## config.mk

```make
export PLATFORM = sky130hd
export DESIGN_NAME = ezr_cordic_lane
export DESIGN_NICKNAME = d
export VERILOG_FILES = /design/src/design/ezr_pkg.sv /design/src/design/ezr_cordic_lane.sv
export SDC_FILE = /design/constraint.sdc
export NUM_CORES = 2
export LEC_CHECK = 0
export ABC_CLOCK_PERIOD_IN_PS = 4550
export BUFFER_PORTS_ARGS = -buffer_cell sky130_fd_sc_hd__clkbuf_2
export CORE_MARGIN = 1
export CORE_UTILIZATION = 23
export CTS_CLUSTER_DIAMETER = 50
export DETAILED_ROUTE_END_ITERATION = 10
export GPL_TIMING_DRIVEN = 0
export PLACE_DENSITY_LB_ADDON = 0.1
export SYNTH_ARGS = -nofsm -noshare
export SYNTH_HDL_FRONTEND = slang
export SYNTH_SLANG_ARGS = --single-unit
```

## constraint.sdc

```tcl
create_clock -name clk_i -period 4.55 [get_ports clk_i]
set_clock_uncertainty 0.2 [all_clocks]
set_input_delay 0.91 -clock clk_i [delete_from_list [all_inputs] [get_ports clk_i]]
set_output_delay 0.91 -clock clk_i [all_outputs]
set_load 0.01 [all_outputs]
```

## src/design/ezr_pkg.sv

```systemverilog
`default_nettype none
package ezr_pkg;

  // Number of CORDIC micro-rotations, limited to the length of the arctangent table.
  localparam int CORDIC_STEPS = 14;
  localparam int AtanEntries  = 24;
  localparam int CordicIters  = (CORDIC_STEPS < AtanEntries) ? CORDIC_STEPS : AtanEntries;

  // Datapath widths: Q4.30 CORDIC words, Q2.14 sine and cosine, Q4.12 entries.
  localparam int CordW = 34;
  localparam int ScW   = 16;
  localparam int EntW  = 16;

  localparam logic signed [CordW-1:0] CordicGain = 34'sd652032874;
  localparam logic signed [16:0]      PiQ13      = 17'sd25736;
  localparam logic signed [15:0]      HalfPiQ13  = 16'sd12868;
  localparam logic signed [17:0]      OneQ14     = 18'sd16384;
  localparam logic signed [EntW-1:0]  OneQ12     = 16'sd4096;
  localparam logic [EntW-1:0]         TzReset    = 16'hB000;

  // Row codes of the serialised matrix.
  localparam logic [1:0] RowFirst = 2'd0;
  localparam logic [1:0] RowOne   = 2'd1;
  localparam logic [1:0] RowTwo   = 2'd2;
  localparam logic [1:0] RowLast  = 2'd3;

  // Sine and cosine of one angle, as a lane hands it on.
  typedef struct packed {
    logic                  valid;
    logic signed [ScW-1:0] s;
    logic signed [ScW-1:0] c;
  } ezr_sc_t;

  // Upper three rows of the matrix; column 3 of these rows is always zero.
  typedef struct packed {
    logic                      valid;
    logic [2:0][2:0][EntW-1:0] m;
  } ezr_mat_t;

  // Arctangent of 2^-i in Q2.30.
  function automatic logic [30:0] atan_q30(input logic [4:0] idx);
    logic [30:0] v;
    unique case (idx)
      5'd0:  v = 31'd843314857;
      5'd1:  v = 31'd497837829;
      5'd2:  v = 31'd263043837;
      5'd3:  v = 31'd133525159;
      5'd4:  v = 31'd67021687;
      5'd5:  v = 31'd33543516;
      5'd6:  v = 31'd16775851;
      5'd7:  v = 31'd8388437;
      5'd8:  v = 31'd4194283;
      5'd9:  v = 31'd2097149;
      5'd10: v = 31'd1048576;
      5'd11: v = 31'd524288;
      5'd12: v = 31'd262144;
      5'd13: v = 31'd131072;
      5'd14: v = 31'd65536;
      5'd15: v = 31'd32768;
      5'd16: v = 31'd16384;
      5'd17: v = 31'd8192;
      5'd18: v = 31'd4096;
      5'd19: v = 31'd2048;
      5'd20: v = 31'd1024;
      5'd21: v = 31'd512;
      5'd22: v = 31'd256;
      5'd23: v = 31'd128;
      default: v = 31'd0;
    endcase
    return v;
  endfunction

endpackage
`default_nettype wire

```

## src/design/ezr_cordic_lane.sv

```systemverilog
`default_nettype none
module ezr_cordic_lane import ezr_pkg::*; (
  input  wire logic               clk_i,
  input  wire logic               rst_ni,
  input  wire logic               valid_i,
  input  wire logic signed [15:0] angle_i,
  output ezr_sc_t                 sc_o
);

  logic signed [CordW-1:0] x_q [0:CordicIters];
  logic signed [CordW-1:0] y_q [0:CordicIters];
  logic signed [CordW-1:0] z_q [0:CordicIters];
  logic                    neg_q [0:CordicIters];
  logic                    vld_q [0:CordicIters];

  // Fold the angle into the CORDIC's reach of plus or minus pi/2.
  logic signed [16:0] a_fold;
  logic               neg_fold;
  always_comb begin
    a_fold   = 17'(angle_i);
    neg_fold = 1'b0;
    if (angle_i > HalfPiQ13) begin
      a_fold   = 17'(angle_i) - PiQ13;
      neg_fold = 1'b1;
    end else if (angle_i < -HalfPiQ13) begin
      a_fold   = 17'(angle_i) + PiQ13;
      neg_fold = 1'b1;
    end
  end

  always_ff @(posedge clk_i or negedge rst_ni) begin
    if (!rst_ni) begin
      vld_q[0] <= 1'b0;
    end else begin
      vld_q[0] <= valid_i;
    end
  end

  always_ff @(posedge clk_i) begin
    x_q[0]   <= CordicGain;
    y_q[0]   <= '0;
    z_q[0]   <= CordW'(a_fold) <<< 17;
    neg_q[0] <= neg_fold;
  end

  // One micro-rotation per pipeline stage.
  for (genvar i = 0; i < CordicIters; i++) begin : g_step
    localparam logic [4:0] Idx = 5'(i);
    logic signed [CordW-1:0] atan_w;
    logic signed [CordW-1:0] dx;
    logic signed [CordW-1:0] dy;
    assign atan_w = {3'b000, atan_q30(Idx)};
    assign dx     = y_q[i] >>> i;
    assign dy     = x_q[i] >>> i;

    always_ff @(posedge clk_i or negedge rst_ni) begin
      if (!rst_ni) begin
        vld_q[i+1] <= 1'b0;
      end else begin
        vld_q[i+1] <= vld_q[i];
      end
    end

    always_ff @(posedge clk_i) begin
      neg_q[i+1] <= neg_q[i];
      if (!z_q[i][CordW-1]) begin
        x_q[i+1] <= x_q[i] - dx;
        y_q[i+1] <= y_q[i] + dy;
        z_q[i+1] <= z_q[i] - atan_w;
      end else begin
        x_q[i+1] <= x_q[i] + dx;
        y_q[i+1] <= y_q[i] - dy;
        z_q[i+1] <= z_q[i] + atan_w;
      end
    end
  end

  // Round to Q2.14, clamp to the unit range and undo the fold.
  logic signed [CordW-1:0] x_rnd;
  logic signed [CordW-1:0] y_rnd;
  logic signed [17:0]      x_sh;
  logic signed [17:0]      y_sh;
  logic signed [17:0]      x_cl;
  logic signed [17:0]      y_cl;
  always_comb begin
    x_rnd = (x_q[CordicIters] + 34'sd32768) >>> 16;
    y_rnd = (y_q[CordicIters] + 34'sd32768) >>> 16;
    x_sh  = x_rnd[17:0];
    y_sh  = y_rnd[17:0];
    x_cl  = (x_sh > OneQ14) ? OneQ14 : ((x_sh < -OneQ14) ? -OneQ14 : x_sh);
    y_cl  = (y_sh > OneQ14) ? OneQ14 : ((y_sh < -OneQ14) ? -OneQ14 : y_sh);
    if (neg_q[CordicIters]) begin
      x_cl = -x_cl;
      y_cl = -y_cl;
    end
  end

  logic                  sc_vld_q;
  logic signed [ScW-1:0] s_q;
  logic signed [ScW-1:0] c_q;
  always_ff @(posedge clk_i or negedge rst_ni) begin
    if (!rst_ni) begin
      sc_vld_q <= 1'b0;
    end else begin
      sc_vld_q <= vld_q[CordicIters];
    end
  end

  always_ff @(posedge clk_i) begin
    s_q <= y_cl[ScW-1:0];
    c_q <= x_cl[ScW-1:0];
  end

  assign sc_o = {sc_vld_q, s_q, c_q};

endmodule
`default_nettype wire

```

==> out/results.ini <==
[timing]
fmax_mhz=213
slew_viol_final=0
fin_ws_ns=-0.153
hold_violations=0
fin_tns_setup_ns=-0.307
fin_crit_ns=4.70
slew_headroom_pct=37.4
setup_viol=4
period_share_pct=103
rsz0062_at_grt=yes
tightest_slew_ns=0.933

[logic_synthesis]
synth_edf_count=0
synthSimpleGateAreaFrac_pct=15.1
synth_warnings=0
ys_seq_area_share_pct=27.1
synth_area_um2=91800
synth_top_area_cell=dfxtp_1
netlist_top_cells_count=dfxtp_1, a21oi_1, ha_1, xnor2_1, nor2_1
synth_xor_area_share_pct=15.1
synth_async_sr_flop_share_pct=1.29
synth_top_family_by_area=compound AO/OA/AOI/OAI gates
yosysUniqueCellTypes=104
synth_ff_type=dfxtp_1
synthMuxAreaShare_pct=1.01
synthTopCellsByArea=dfxtp_1, ha_1, xnor2_1
synth_fa_ha_area_share_pct=16.5
synthesis.nets=12093
synth-compound-area-share_pct=22.5
synth.avg_cell_area_um2=8.43
yosysMostFrequentCell=dfxtp_1
ys_ff_latch=1236
syn_inst=10885
synth_top_area_share_pct=26.6

[cts]
cts.sinks=1236
cts_buffers=215
clkLatencyLatePin_ns=0.91
clockRootBuffer=clkbuf_16
clock_path_buffers=4
htreeDepth=4
cts.clk_slew.worst_paths_ns=0.05
cts_tree=built

[global_route]
met3_usage_pct=2.19
grt_max_degree=25
track_usage_pct=15.3
antenna_found_initial=21
top_usage_layer=met2
grt_pass1_wl_um=478000
grt_util_met2_pct=25.2
met1_usage_pct=20.8
grt_pass1_vias=78444
gr-total-overflow=0

[floorplan]
die_x_um=634
die-area_um2=401000
rows=231
chipHeight_um=634
ios=52
start_util_pct=23.1
core_area_um2=397000

[placed_design]
dp_hpwl_um=256000
place_area_um2=98600
gp_congestion=0.845
port_buffers=42

[routing]
drt_pass1_iterations=6
wl_per_cell_um=18.9
ant_nets=0
vias=80164
drc=0
drt-total-wl_um=320000
drt_iter0_drc=4197
viasPerCell=4.74

[run]
maxCapViolCount=0

[cells_and_area]
synthToLayoutAreaGrowth_pct=25.1
drive_gt1_share_pct=15.7
final_area_um2=115000
layout.nets=12701
finish.utilization_pct=28.9

[critical_path]
critPathArrivalTime_ns=5.19
cp_slowest_stage_delay_ns=0.55
crit_path_top_delay_cell=or4_4
crit_family=compound AO/OA/AOI/OAI gates
required_ns=5.03
criticalPathCategory=reg2reg
path_cells=or4_4, nor4_4, nand2b_1, nor3_2, nand2b_1, nor3b_4, a21oi_2, xnor2_1, ha_1, a21o_1, a21o_1, a21oi_2, nor2b_1, o21a_1, a2111oi_4, a211o_1, a211o_1, mux2i_1, o2111ai_2
crit_path_max_fanout=3
cp-end-kind=register
critPathBufInv=0
cp-start-kind=register

[run_status]
violations=negative setup slack
run_status=finished with violations

[hold_path]
min_path_type=reg2reg

metrics by stage:
stage	cells	hold slack, ns	setup WS, ns
floorplan	10885	0.110	0.0293
global placement	16169	0.111	-2.52
detailed placement	16171	0.112	-2.19
CTS	16709	0.0657	-0.325
global route	16910	0.109	-0.397
finish	16913	0.118	-0.153
area by class of cell:
cell class                      count  area, um2
Multi-Input combinational cell   8986      69600
Inverter                          478       1850
Buffer                            165        963
Antenna cell                        4       10.0
Sequential cell                  1236      25100
Clock inverter                    131       1680
Fill cell                       42058     282000
Timing Repair Buffer              408       3190
Timing Repair inverter              3       20.0
Tap cell                         5242       6560
Clock buffer                      260       5840
path summary, 6_finish.rpt:
| check | start | end | slack, ns | cells after the start |
|---|---|---|---|---|
| max | x_q[2][45]$_DFF_P_ | y_q[6][32]$_DFF_P_ | -0.15 | 19 |
| min | neg_q[9]$_DFF_P_ | neg_q[10]$_DFF_P_ | 0.12 | 0 |
| max reg2reg | x_q[2][45]$_DFF_P_ | y_q[6][32]$_DFF_P_ | -0.15 | 19 |
| min reg2reg | neg_q[9]$_DFF_P_ | neg_q[10]$_DFF_P_ | 0.12 | 0 |
| max in group asynchronous | rst_ni | vld_q[14]$_DFF_PN0_ | 3.59 | 2 |
| min in group asynchronous | rst_ni | vld_q[5]$_DFF_PN0_ | 0.27 | 2 |
cell usage in the layout, fill, tap and decap left out, types with 165 or more instances in the layout:
cell type     n
nor2_1      921
xor2_1      563
nand2b_1    165
clkbuf_16   222
dfxtp_1    1120
o21a_1      202
xnor2_1     950
nand3_1     178
buf_4       343
ha_1       1101
o21ai_0     437
a21o_1      520
a21oi_1    1050
nor3_1      240
nand2_1     506
inv_1       449
logic make-up after synthesis:
| family | count (synthesis) |
|---|---|
| fa+ha+maj | 1189 |
| mux | 88 |
| xor+xnor | 1576 |
| compound gates | 3271 |
| buf+inv | 663 |
| flops | 1236 |
| simple gates | 2862 |
layer usage:
layer,vias up,part of all wire (%)
met2,1282,45
met4,2,2.7
met1,38231,48
li1,40307,-
met3,342,4.2
met5,-,0.0041
sequential cells by signal, indices dropped and copies added (netlist names):
register  flops
y_q         424
x_q         401
z_q         348
c_q          16
s_q          16
neg_q        15
vld_q        15
sc_vld_q      1
repair_timing:
action | CTS | global route
gates resized for setup | 685 | 657
setup buffers | 150 | 208
pin swaps | 212 | 447
setup endpoints to repair | 711 | 205
hold buffers | 5 | 0
cloned | 3 | 1
hold endpoints to repair | 20 | 0
Power is left out: the tool's default activity adds up to more than one toggle a clock period on the data nets, which glitch-free logic cannot reach.
